[config.mk]
export PLATFORM = sky130hd
export DESIGN_NAME = lru_object_cache_directory_top
export DESIGN_NICKNAME = d
export VERILOG_FILES = /design/src/rtl/locd_pkg.sv /design/src/rtl/locd_ram.sv /design/src/rtl/locd_ctrl.sv /design/src/rtl/locd_datapath.sv /design/src/rtl/lru_object_cache_directory_top.sv
export VERILOG_INCLUDE_DIRS = /design/src /design/src/rtl
export SDC_FILE = /design/constraint.sdc
export NUM_CORES = 2
export LEC_CHECK = 0
export BUFFER_PORTS_ARGS = -buffer_cell sky130_fd_sc_hd__buf_2
export CORE_MARGIN = 3
export CORE_UTILIZATION = 63
export CTS_CLUSTER_SIZE = 20
export DETAILED_ROUTE_END_ITERATION = 10
export GPL_TIMING_DRIVEN = 0
export PLACE_DENSITY = 0.82
export SLEW_MARGIN = 20
export SYNTH_ARGS = -nofsm -noshare
export SYNTH_HDL_FRONTEND = slang
export SYNTH_SLANG_ARGS = --single-unit
[constraint.sdc]
create_clock -name clk -period 16.7 [get_ports clk]
set_input_delay 3.34 -clock clk [delete_from_list [all_inputs] [get_ports clk]]
set_output_delay 3.34 -clock clk [all_outputs]
set_load 0.05 [all_outputs]
[src/rtl/lru_object_cache_directory_top_defines.svh]
// Assertion macros for the LRU object cache directory.
`ifndef LRU_OBJECT_CACHE_DIRECTORY_TOP_DEFINES_SVH
`define LRU_OBJECT_CACHE_DIRECTORY_TOP_DEFINES_SVH

// same-cycle implication, sampled on clk, off during rst
`define LOCD_ASSERT_IMP(label, ante, cons, msg) \
  label: assert property (@(posedge clk) disable iff (rst) (ante) |-> (cons)) else $error(msg);

// next-cycle implication, sampled on clk, off during rst
`define LOCD_ASSERT_NXT(label, ante, cons, msg) \
  label: assert property (@(posedge clk) disable iff (rst) (ante) |=> (cons)) else $error(msg);

`endif

[src/rtl/locd_pkg.sv]
// Shared types and constants of the LRU object cache directory.
package locd_pkg;

  localparam int LINES_DEF    = 16;
  localparam int AGE_BITS_DEF = 16;

  localparam int KEY_W    = 64;
  localparam int SIZE_W   = 17;
  localparam int STATUS_W = 2;
  localparam int LINE_W   = 4;
  localparam int OCC_W    = 5;

  localparam int IN_DATA_W  = 88;
  localparam int OUT_DATA_W = 32;

  localparam logic [SIZE_W-1:0] MAX_OBJECT_SIZE_RST = 17'd102400;

  localparam logic FUNC_LOOKUP = 1'b0;
  localparam logic FUNC_INSERT = 1'b1;

  localparam logic REG_MAX_OBJECT_SIZE = 1'b0;

  typedef enum logic [STATUS_W-1:0] {
    ST_HIT      = 2'd0,
    ST_MISS     = 2'd1,
    ST_INSERTED = 2'd2,
    ST_REJECTED = 2'd3
  } status_t;

  typedef enum logic [2:0] {
    S_IDLE,
    S_CMP,
    S_SEL,
    S_RD,
    S_DONE
  } state_t;

  typedef struct packed {
    logic capture;
    logic compare;
    logic reduce;
    logic update;
  } cmd_t;

  typedef struct packed {
    logic need_victim;
  } sts_t;

endpackage

[src/rtl/locd_ram.sv]
// Generic simple dual-port RAM with registered read.
module locd_ram #(
  parameter int WIDTH = 8,
  parameter int DEPTH = 16
) (
  input  logic                                   clk,
  input  logic                                   we,
  input  logic [(DEPTH > 1 ? $clog2(DEPTH) : 1)-1:0] waddr,
  input  logic [WIDTH-1:0]                       wdata,
  input  logic [(DEPTH > 1 ? $clog2(DEPTH) : 1)-1:0] raddr,
  output logic [WIDTH-1:0]                       rdata
);

  logic [WIDTH-1:0] mem [DEPTH];

  always_ff @(posedge clk) begin
    if (we) begin
      mem[waddr] <= wdata;
    end
    rdata <= mem[raddr];
  end

endmodule

[src/rtl/locd_ctrl.sv]
// Request sequencer of the LRU object cache directory.
module locd_ctrl #(
  parameter int LINES = locd_pkg::LINES_DEF
) (
  input  logic           clk,
  input  logic           rst,
  input  logic           in_valid,
  output logic           in_ready,
  output logic           out_valid,
  input  logic           out_ready,
  input  locd_pkg::sts_t sts,
  output locd_pkg::cmd_t cmd
);

  localparam int LEVELS = $clog2(LINES);
  localparam int LCW    = (LEVELS > 1) ? $clog2(LEVELS) : 1;

  locd_pkg::state_t state, state_next;
  logic [LCW-1:0]   lvl, lvl_next;
  logic             out_valid_next;

  always_ff @(posedge clk) begin
    if (rst) begin
      state     <= locd_pkg::S_IDLE;
      lvl       <= '0;
      out_valid <= 1'b0;
    end else begin
      state     <= state_next;
      lvl       <= lvl_next;
      out_valid <= out_valid_next;
    end
  end

  always_comb begin
    state_next     = state;
    lvl_next       = lvl;
    cmd            = '0;
    in_ready       = 1'b0;
    out_valid_next = out_valid && !out_ready;
    case (state)
      locd_pkg::S_IDLE: begin
        in_ready = 1'b1;
        if (in_valid) begin
          cmd.capture = 1'b1;
          state_next  = locd_pkg::S_CMP;
        end
      end
      locd_pkg::S_CMP: begin
        cmd.compare = 1'b1;
        lvl_next    = '0;
        if (sts.need_victim && (LEVELS > 0)) begin
          state_next = locd_pkg::S_SEL;
        end else begin
          state_next = locd_pkg::S_RD;
        end
      end
      locd_pkg::S_SEL: begin
        cmd.reduce = 1'b1;
        lvl_next   = lvl + 1'b1;
        if (lvl == LCW'(LEVELS - 1)) begin
          state_next = locd_pkg::S_RD;
        end
      end
      locd_pkg::S_RD: begin
        state_next = locd_pkg::S_DONE;
      end
      locd_pkg::S_DONE: begin
        if (!out_valid || out_ready) begin
          cmd.update     = 1'b1;
          out_valid_next = 1'b1;
          state_next     = locd_pkg::S_IDLE;
        end
      end
      default: begin
        state_next = locd_pkg::S_IDLE;
      end
    endcase
  end

endmodule

[src/rtl/locd_datapath.sv]
// Line directory, key compare, victim select, age update and result register.
module locd_datapath #(
  parameter int LINES    = locd_pkg::LINES_DEF,
  parameter int AGE_BITS = locd_pkg::AGE_BITS_DEF
) (
  input  logic                              clk,
  input  logic                              rst,
  input  locd_pkg::cmd_t                    cmd,
  output locd_pkg::sts_t                    sts,
  input  logic                              in_func,
  input  logic [locd_pkg::KEY_W-1:0]        in_key,
  input  logic [locd_pkg::SIZE_W-1:0]       in_size,
  input  logic [locd_pkg::SIZE_W-1:0]       max_size,
  output logic [locd_pkg::STATUS_W-1:0]     out_status,
  output logic [locd_pkg::LINE_W-1:0]       out_line,
  output logic [locd_pkg::SIZE_W-1:0]       out_size,
  output logic [locd_pkg::OCC_W-1:0]        out_occ,
  output logic [$clog2(LINES+1)-1:0]        count
);

  localparam int IW  = (LINES > 1) ? $clog2(LINES) : 1;
  localparam int CW  = $clog2(LINES + 1);
  localparam int LP2 = 2 ** $clog2(LINES);
  localparam logic [AGE_BITS-1:0] AGE_MAX = {AGE_BITS{1'b1}};

  logic [LINES-1:0]                valid;
  logic [locd_pkg::KEY_W-1:0]      keys [LINES];
  logic [AGE_BITS-1:0]             ages [LINES];

  logic                            req_func;
  logic [locd_pkg::KEY_W-1:0]      req_key;
  logic [locd_pkg::SIZE_W-1:0]     req_size;

  logic                            hit_c, empty_c, size_ok_c;
  logic [IW-1:0]                   hit_idx_c, empty_idx_c;
  logic                            hit_r, empty_r, size_ok_r;
  logic [IW-1:0]                   hit_idx_r, empty_idx_r;

  logic [AGE_BITS-1:0]             red_age [LP2];
  logic [IW-1:0]                   red_idx [LP2];

  logic [locd_pkg::SIZE_W-1:0]     ram_rdata;
  logic                            is_insert, accepted, touch, grows;
  logic [IW-1:0]                   wr_idx, t_idx;
  logic [CW-1:0]                   count_next;
  locd_pkg::status_t               status_c;
  logic [locd_pkg::SIZE_W-1:0]     size_c;
  logic [IW+locd_pkg::LINE_W-1:0]  line_ext;
  logic [CW+locd_pkg::OCC_W-1:0]   occ_ext;

  // request capture
  always_ff @(posedge clk) begin
    if (cmd.capture) begin
      req_func <= in_func;
      req_key  <= in_key;
      req_size <= in_size;
    end
  end

  // key match and first free line, lowest index wins
  always_comb begin
    hit_c       = 1'b0;
    hit_idx_c   = '0;
    empty_c     = 1'b0;
    empty_idx_c = '0;
    for (int i = LINES - 1; i >= 0; i--) begin
      if (valid[i] && (keys[i] == req_key)) begin
        hit_c     = 1'b1;
        hit_idx_c = IW'(i);
      end
      if (!valid[i]) begin
        empty_c     = 1'b1;
        empty_idx_c = IW'(i);
      end
    end
    size_ok_c       = (req_size <= max_size);
    sts.need_victim = (req_func == locd_pkg::FUNC_INSERT) && size_ok_c && !hit_c && !empty_c;
  end

  always_ff @(posedge clk) begin
    if (cmd.compare) begin
      hit_r       <= hit_c;
      hit_idx_r   <= hit_idx_c;
      empty_r     <= empty_c;
      empty_idx_r <= empty_idx_c;
      size_ok_r   <= size_ok_c;
    end
  end

  // oldest-line tree, one level per cycle; strict compare keeps lower index on a tie
  always_ff @(posedge clk) begin
    if (cmd.compare) begin
      for (int i = 0; i < LP2; i++) begin
        red_age[i] <= (i < LINES) ? ages[i] : '0;
        red_idx[i] <= IW'(i);
      end
    end else if (cmd.reduce) begin
      for (int i = 0; i < LP2 / 2; i++) begin
        if (red_age[2*i+1] > red_age[2*i]) begin
          red_age[i] <= red_age[2*i+1];
          red_idx[i] <= red_idx[2*i+1];
        end else begin
          red_age[i] <= red_age[2*i];
          red_idx[i] <= red_idx[2*i];
        end
      end
    end
  end

  // commit
  always_comb begin
    is_insert = (req_func == locd_pkg::FUNC_INSERT);
    accepted  = is_insert && size_ok_r;
    touch     = accepted || (!is_insert && hit_r);
    wr_idx    = hit_r ? hit_idx_r : (empty_r ? empty_idx_r : red_idx[0]);
    t_idx     = is_insert ? wr_idx : hit_idx_r;
    grows     = accepted && !valid[wr_idx];
    count_next = count + CW'(grows);
    if (is_insert) begin
      status_c = size_ok_r ? locd_pkg::ST_INSERTED : locd_pkg::ST_REJECTED;
      size_c   = size_ok_r ? req_size : '0;
    end else begin
      status_c = hit_r ? locd_pkg::ST_HIT : locd_pkg::ST_MISS;
      size_c   = hit_r ? ram_rdata : '0;
    end
    line_ext = {{locd_pkg::LINE_W{1'b0}}, (touch ? t_idx : {IW{1'b0}})};
    occ_ext  = {{locd_pkg::OCC_W{1'b0}}, count_next};
  end

  always_ff @(posedge clk) begin
    if (rst) begin
      valid <= '0;
      count <= '0;
      for (int i = 0; i < LINES; i++) begin
        ages[i] <= '0;
      end
    end else if (cmd.update) begin
      count <= count_next;
      if (accepted) begin
        valid[wr_idx] <= 1'b1;
      end
      if (touch) begin
        for (int i = 0; i < LINES; i++) begin
          if (t_idx == IW'(i)) begin
            ages[i] <= '0;
          end else if (valid[i] && (ages[i] != AGE_MAX)) begin
            ages[i] <= ages[i] + 1'b1;
          end
        end
      end
    end
  end

  always_ff @(posedge clk) begin
    if (cmd.update && accepted) begin
      keys[wr_idx] <= req_key;
    end
  end

  always_ff @(posedge clk) begin
    if (cmd.update) begin
      out_status <= status_c;
      out_line   <= line_ext[locd_pkg::LINE_W-1:0];
      out_size   <= size_c;
      out_occ    <= occ_ext[locd_pkg::OCC_W-1:0];
    end
  end

  locd_ram #(
    .WIDTH (locd_pkg::SIZE_W),
    .DEPTH (LINES)
  ) u_size_ram (
    .clk   (clk),
    .we    (cmd.update && accepted),
    .waddr (wr_idx),
    .wdata (req_size),
    .raddr (hit_idx_r),
    .rdata (ram_rdata)
  );

endmodule

[src/rtl/lru_object_cache_directory_top.sv]
// Top level of the LRU object cache directory.
//
//  channel   dir  handshake                 payload
//  s_axis    in   tvalid/tready             tuser func, tdata key/obj_size
//  m_axis    out  tvalid/tready             tuser status, tdata line/size/occupancy
//  apb       in   psel/penable/pwrite       paddr, pwdata, prdata
//
// One request at a time: lookups, hits and inserts with a free or matching line
// pass through capture, compare, read and done; an insert that evicts also walks
// the oldest-line compare tree. Key match is a parallel compare over all lines.
// Sync reset clears valid bits, ages and occupancy.
// The result register holds while m_axis_tready is low; the next request is
// taken meanwhile and waits in its final step for the register to free.
`include "lru_object_cache_directory_top_defines.svh"

module lru_object_cache_directory_top #(
  parameter int LINES    = locd_pkg::LINES_DEF,
  parameter int AGE_BITS = locd_pkg::AGE_BITS_DEF
) (
  input  logic                                clk,
  input  logic                                rst,
  input  logic                                s_axis_tvalid,
  output logic                                s_axis_tready,
  // [63:0] key, [80:64] obj_size, [87:81] zero
  input  logic [locd_pkg::IN_DATA_W-1:0]      s_axis_tdata,
  // [0] func
  input  logic                                s_axis_tuser,
  output logic                                m_axis_tvalid,
  input  logic                                m_axis_tready,
  // [3:0] line, [20:4] stored_size, [25:21] occupancy, [31:26] zero
  output logic [locd_pkg::OUT_DATA_W-1:0]     m_axis_tdata,
  // [1:0] status
  output logic [locd_pkg::STATUS_W-1:0]       m_axis_tuser,
  input  logic                                psel,
  input  logic                                penable,
  input  logic                                pwrite,
  input  logic [2:0]                          paddr,
  input  logic [31:0]                         pwdata,
  output logic [31:0]                         prdata,
  output logic                                pready
);

  locd_pkg::cmd_t                    cmd;
  locd_pkg::sts_t                    sts;
  logic [locd_pkg::SIZE_W-1:0]       max_size;
  logic [locd_pkg::LINE_W-1:0]       out_line;
  logic [locd_pkg::SIZE_W-1:0]       out_size;
  logic [locd_pkg::OCC_W-1:0]        out_occ;
  logic [$clog2(LINES+1)-1:0]        count;

  assign pready = 1'b1;
  assign prdata = (paddr[2] == locd_pkg::REG_MAX_OBJECT_SIZE) ?
                  {{(32 - locd_pkg::SIZE_W){1'b0}}, max_size} : '0;

  always_ff @(posedge clk) begin
    if (rst) begin
      max_size <= locd_pkg::MAX_OBJECT_SIZE_RST;
    end else if (psel && penable && pwrite && pready &&
                 (paddr[2] == locd_pkg::REG_MAX_OBJECT_SIZE)) begin
      max_size <= pwdata[locd_pkg::SIZE_W-1:0];
    end
  end

  locd_ctrl #(
    .LINES (LINES)
  ) u_ctrl (
    .clk       (clk),
    .rst       (rst),
    .in_valid  (s_axis_tvalid),
    .in_ready  (s_axis_tready),
    .out_valid (m_axis_tvalid),
    .out_ready (m_axis_tready),
    .sts       (sts),
    .cmd       (cmd)
  );

  locd_datapath #(
    .LINES    (LINES),
    .AGE_BITS (AGE_BITS)
  ) u_datapath (
    .clk        (clk),
    .rst        (rst),
    .cmd        (cmd),
    .sts        (sts),
    .in_func    (s_axis_tuser),
    .in_key     (s_axis_tdata[locd_pkg::KEY_W-1:0]),
    .in_size    (s_axis_tdata[locd_pkg::KEY_W+locd_pkg::SIZE_W-1:locd_pkg::KEY_W]),
    .max_size   (max_size),
    .out_status (m_axis_tuser),
    .out_line   (out_line),
    .out_size   (out_size),
    .out_occ    (out_occ),
    .count      (count)
  );

  assign m_axis_tdata = {{(locd_pkg::OUT_DATA_W - locd_pkg::LINE_W - locd_pkg::SIZE_W
                           - locd_pkg::OCC_W){1'b0}}, out_occ, out_size, out_line};

  `LOCD_ASSERT_IMP(a_count_bound, 1'b1, count <= ($clog2(LINES+1))'(LINES), "occupancy above line count")
  `LOCD_ASSERT_NXT(a_count_mono, 1'b1, count >= $past(count), "occupancy decreased")
  `LOCD_ASSERT_NXT(a_one_in_flight, s_axis_tvalid && s_axis_tready, !s_axis_tready, "second transaction taken while busy")
  `LOCD_ASSERT_IMP(a_miss_zero, m_axis_tvalid && (m_axis_tuser == locd_pkg::ST_MISS || m_axis_tuser == locd_pkg::ST_REJECTED), m_axis_tdata[locd_pkg::LINE_W+locd_pkg::SIZE_W-1:0] == '0, "miss or reject with nonzero line or size")

endmodule

=== Yosys cells after proc, flatten, opt, wreduce, memory -nomap -nowiden ===
Memories as Yosys holds them, arrays and structs flattened. A register that Yosys moved wholly into a read port is not among the register bits.
Index checks and enable logic that the tools add are counted.

* Flip-flop bits (word level): 165
* Bits in writable memories: 1872
* Output and inout bits: 69
* Memories kept: 5

{| class="wikitable"
|+ Memories
! memory !! depth !! width !! read ports !! clocked after memory_dff !! wr ports !! RTL line !! text
|-
| u_datapath.keys || 16 || 64 || 16 || 0 || 1 || locd_datapath.sv:27 || <nowiki>logic [locd_pkg::KEY_W-1:0] keys [LINES];</nowiki>
|-
| u_datapath.u_size_ram.mem || 16 || 17 || 1 || 1 || 1 || locd_ram.sv:14 || <nowiki>logic [WIDTH-1:0] mem [DEPTH];</nowiki>
|-
| u_datapath.ages || 16 || 16 || 16 || 0 || 16 || locd_datapath.sv:28 || <nowiki>logic [AGE_BITS-1:0] ages [LINES];</nowiki>
|-
| u_datapath.red_age || 16 || 16 || 16 || 0 || 16 || locd_datapath.sv:39 || <nowiki>logic [AGE_BITS-1:0] red_age [LP2];</nowiki>
|-
| u_datapath.red_idx || 16 || 4 || 16 || 0 || 16 || locd_datapath.sv:40 || <nowiki>logic [IW-1:0] red_idx [LP2];</nowiki>
|}

* Add/subtract/negate cells: 18
* Magnitude comparators: 11
* Eq/ne operators: 55
* Mux-type cells: 401
* Bitwise gates (word level): 66
* Reduce and logical (&&, ||, !) cells: 63

{| class="wikitable"
|+ Operators with widths
! cell !! number
|-
| $eq A64 B64 Y1 || 16
|-
| $mux W16 || 48
|-
| $mux W1 || 294
|-
| $add A16 B1 Y16 const B || 16
|-
| $ne A16 B16 Y1 const B || 16
|-
| $mux W4 || 35
|-
| $gt A16 B16 Y1 || 8
|-
| $mux W17 || 4
|-
| $or A1 B1 Y1 || 64
|-
| $logic_and A1 B1 Y1 || 44
|-
| $mux W3 || 11
|-
| $eq A4 B4 Y1 const B || 8
|-
| $le A17 B17 Y1 || 1
|-
| $eq A4 B3 Y1 const B || 4
|-
| $or A16 B16 Y16 || 1
|-
| $pmux W3 S5 || 1
|-
| $mux W2 || 5
|-
| $eq A4 B2 Y1 const B || 2
|-
| $reduce_and A8 Y1 || 1
|-
| $reduce_or A8 Y1 || 1
|-
| $eq A3 B2 Y1 const B || 2
|-
| $logic_not A1 Y1 || 6
|-
| $add A5 B1 Y5 || 1
|-
| $lt A4 B5 Y1 const B || 1
|-
| 21 further kinds || 24
|}

=== Longest topological paths before layout ===
An unclocked memory read counts as a cell.

* Depth in word-level cells: 24
* Mapped depth: 14

=== By module ===
A second synthesis with hierarchy kept.

* Cells, all modules: 6200
* Area total of the unflattened synthesis: 88358.5 um^2

{| class="wikitable"
|+ By module, submodules not included
! module !! instances !! cells each !! area an instance (um^2) !! seq. area each (um^2)
|-
| locd_datapath || 1 || 5587 || 76300.7 || 50808.7
|-
| locd_ram || 1 || 458 || 10637.7 || 8508.2
|-
| lru_object_cache_directory_top || 1 || 116 || 1061.0 || 340.3
|-
| locd_ctrl || 1 || 39 || 359.1 || 120.1
|}

=== Least setup slack after synthesis ===
Ideal clock, no wire load.

* Path kind: reg2reg
* From: register u_ctrl.state[2]
* To: memory u_datapath.red_age[0][16] in the netlist's numbering (enable)
* Arrival: 14.910 ns
* Data required time: 16.230 ns
* Setup slack: 1.320 ns
* Cell stages (with the launch flop): 5
* Path buffers: 1
* Period minus slack after synthesis: 15.380 ns
* Cell sequence: dfxtp_1 -> clkbuf_1 -> nor3b_1 -> nor2_1 -> inv_1

{| class="wikitable"
|+ RTL lines
! item !! RTL line !! text
|-
| from (decl) || locd_ctrl.sv:18 || <nowiki>locd_pkg::state_t state, state_next;</nowiki>
|-
| from (signal assigned) || locd_ctrl.sv:24 || <nowiki>state <= locd_pkg::S_IDLE;</nowiki>
|-
| from (signal assigned) || locd_ctrl.sv:28 || <nowiki>state <= state_next;</nowiki>
|-
| to (decl) || locd_datapath.sv:39 ||
|}

=== Worst setup path after layout ===
* From: input port paddr[2]
* To: output port prdata[6]

* Word-level cells in the longest chain between the ends: 1

{| class="wikitable"
|+ Ends and longest elaborated chain
! item !! RTL line !! text
|-
| from (decl) || lru_object_cache_directory_top.sv:37 || <nowiki>input logic [2:0] paddr,</nowiki>
|-
| $mux W17 || lru_object_cache_directory_top.sv:52 || <nowiki>assign prdata = (paddr[2] == locd_pkg::REG_MAX_OBJECT_SIZE) ?</nowiki>
|-
| to (decl) || lru_object_cache_directory_top.sv:39 || <nowiki>output logic [31:0] prdata,</nowiki>
|}

No other way between the ends.

==> impl_metrics.json <==
{
  "tritoncts": "built",
  "outcome": "finished, final reports clean",
  "final_max_slew_viol_count": 0,
  "reg2reg_from": "u_datapath.req_key[60]",
  "wirelength_um": 274000,
  "antenna_found_initial": 15,
  "core_um2": 138000,
  "ioPinCount": 200,
  "min_period_ns": 7.84,
  "startpoint_type": "primary input",
  "post-dp-hpwl_um": 187000,
  "layout_commonest_cell": "edfxtp_1",
  "min_path_type": "reg -> reg",
  "hold_depth": 2,
  "vias": 57600,
  "drt-initial-drc-count": 9183,
  "synth_edf_count": 1953,
  "vias_per_cell": 6.73,
  "yosys_warnings": 0,
  "cts_setup_buffers": 0,
  "overflow": 0,
  "reg2reg_depth": 13,
  "clkSinkCount": 2014,
  "worstHoldStart": "max_size[2]",
  "place.gp.congestion": 1.03,
  "synth_compound_area_frac": 0.0444,
  "hold_violations": 0,
  "ys_ff_latch": 2014,
  "synth_top_family_by_area": "XOR/XNOR gates",
  "synthCells": 6063,
  "synth.area.mux_share": 0.0370,
  "r2r_slack_ns": 10.45,
  "cts_buffers": 194,
  "rsz0062_at_grt": "no",
  "wl_met1_um": 89000,
  "synth-adder-area-share": 0.0235,
  "fillers": 8037,
  "dieHeight_um": 379,
  "yosys.area_share.simple": 0.0841,
  "power_w": 0.0120,
  "power.density_nw_per_um2": 120,
  "hold_end": "max_size[2]",
  "finalInstanceArea_um2": 100000,
  "vdd_drop_max_uv": 122,
  "p_leak_nw": 34.4,
  "path_max_fanout": 10,
  "period_share": 0.469,
  "avgRoutedWirePerCell_um": 32.0,
  "grt_use_total": 0.382,
  "grt_pass1_wl_um": 385000,
  "insertion_delay_ns": 0.84,
  "startpoint": "paddr[2]",
  "finalSetupTns_ns": 0,
  "drc": 0,
  "clock-skew-final_ns": 0.0561,
  "grt_max_degree": 68,
  "worstSetupPathType": "in -> out",
  "dr.pass1.iters": 8,
  "reg2reg_to": "u_datapath.hit_idx_r[1]",
  "synthArstFlopShare": 0,
  "start_util": 0.635,
  "row_count": 136,
  "cts_root_buf": "clkbuf_16",
  "syn_area_um2": 87500,
  "area_growth_pct": 14.5,
  "die_x_um": 379,
  "die-area_um2": 143000,
  "tightest_slew_ns": 1.39,
  "cts_resized": 0,
  "htree_levels": 4,
  "worst_ep_arrival_time_ns": 4.50,
  "cts_hold_buf": 0,
  "fin_nets": 6889,
  "synth_ff_type": "edfxtp_1",
  "grt_pass1_vias": 56000,
  "wl_met2_um": 121000,
  "drive_gt1_frac": 0.124,
  "yosysSeqAreaShare": 0.684,
  "setup_viol": 0,
  "portBuffers": 151,
  "drtAntennaViolNets": 0,
  "synth.avg_cell_area_um2": 14.4,
  "cap_violations": 0,
  "synth-xor-area-share": 0.102,
  "netlist-cell-type-count": 74,
  "clkSlewWorstSetupHoldPaths_ns": 0.07,
  "final_cell_mix": "edfxtp_1 (1,953), xor2_1 (576), nor2_1 (459), xnor2_1 (439), nand2_1 (352)",
  "max_freq_ghz": 0.128,
  "end_kind": "output pin",
  "wl_met3_um": 40100,
  "slew_headroom": 0.0756,
  "placed_area_um2": 93700,
  "top_layer": "met5",
  "max-clock-path-buffers": 3,
  "required_ns": 13.36
}
==> state kept, by name, summed over array words and instances, names as in the netlist, 5 cells and up <==
name                         count
max_size                        17
u_datapath.red_age             256
u_datapath.out_occ               5
u_datapath.u_size_ram.mem      272
u_datapath.req_key              64
u_datapath.ages                256
u_datapath.count                 5
u_datapath.out_size             17
u_datapath.req_size             17
u_datapath.u_size_ram.rdata     17
u_datapath.red_idx              24
u_datapath.keys               1024
u_datapath.valid                16
==> cell usage after synthesis, drive strengths merged, types with 89 or more instances <==
library cell	n	area share
edfxtp	1953	0.67
xnor2	439	0.044
clkbuf	145	0.0062
mux4	89	0.023
nor2	475	0.020
xor2	576	0.058
nor4	143	0.010
ha	164	0.023
inv	270	0.012
buf	113	0.0067
nand4	165	0.012
o21ai	185	0.011
nand3	144	0.0082
nand2	353	0.015
mux2i	120	0.014
==> power by group <==
| part | switching (W) | internal (W) | leakage (nW) |
|---|---|---|---|
| Sequential | 0.000219 | 0.00583 | 18.6 |
| Clock | 0.00193 | 0.00246 | 3.04 |
| Combinational | 0.00106 | 0.000528 | 12.8 |
| Total | 0.00321 | 0.00882 | 34.4 |
==> logic make-up (layout without fill, tap and decap cells) <==
| group | count (synthesis) | in the layout |
|---|---|---|
| adder cells (fa/ha/maj) | 164 | 164 |
| flip-flops | 2014 | 2014 |
| AO/OA/AOI/OAI | 582 | 582 |
| AND/OR/NAND/NOR | 1536 | 1536 |
| XOR/XNOR | 1015 | 1015 |
| multiplexers | 212 | 212 |
| buffers and inverters | 538 | 1206 |
| other | 2 | 43 |
==> per-layer routing <==
layer  up-vias  track usage
met1     27800        0.474
met5         -            0
met2      5010        0.565
li1      23500            -
met3      1388        0.124
met4         4        0.283
==> metrics by stage <==
stage / hold WS, ns / util / worst slack (ns) / cells
4_1_cts: 0.454 / 0.726 / 8.93 / 8537
6_report: 0.463 / 0.727 / 8.86 / 8566
5_1_grt: 0.472 / 0.727 / 8.80 / 8545
3_3_place_gp: 0.426 / 0.658 / -4.65 / 8028
2_1_floorplan: 0.421 / - / 1.32 / 6083
3_5_place_dp: 0.437 / 0.680 / 8.66 / 8184
==> worst max-delay path by stage <==
stage                                      endpoint  cells after the start
after floorplan           u_datapath.red_age[0][16]                      4
after global placement    u_datapath.red_age[3][20]                      4
after detailed placement      u_datapath.ages[0][8]                     11
after CTS                                 prdata[6]                      4
after global routing                      prdata[6]                      4
final                                     prdata[6]                      4
==> worst max-delay path, stage by stage <==
cell      delay (ns)
clkbuf_1        0.36
buf_1           0.43
nor2_1          0.13
buf_2           0.24
==> area by class of cell <==
cell class	count	area, um2	share of cell area
Antenna cell	21	52.6	0.000525
Buffer	258	1180	0.0118
Clock buffer	243	5130	0.0513
Clock inverter	110	1150	0.0115
Inverter	280	1060	0.0105
Multi-Input combinational cell	3531	25700	0.257
Sequential cell	2014	59900	0.598
Tap cell	1794	2240	0.0224
Timing Repair Buffer	315	3760	0.0375
Note: power is estimated with default switching activity, not from simulation.
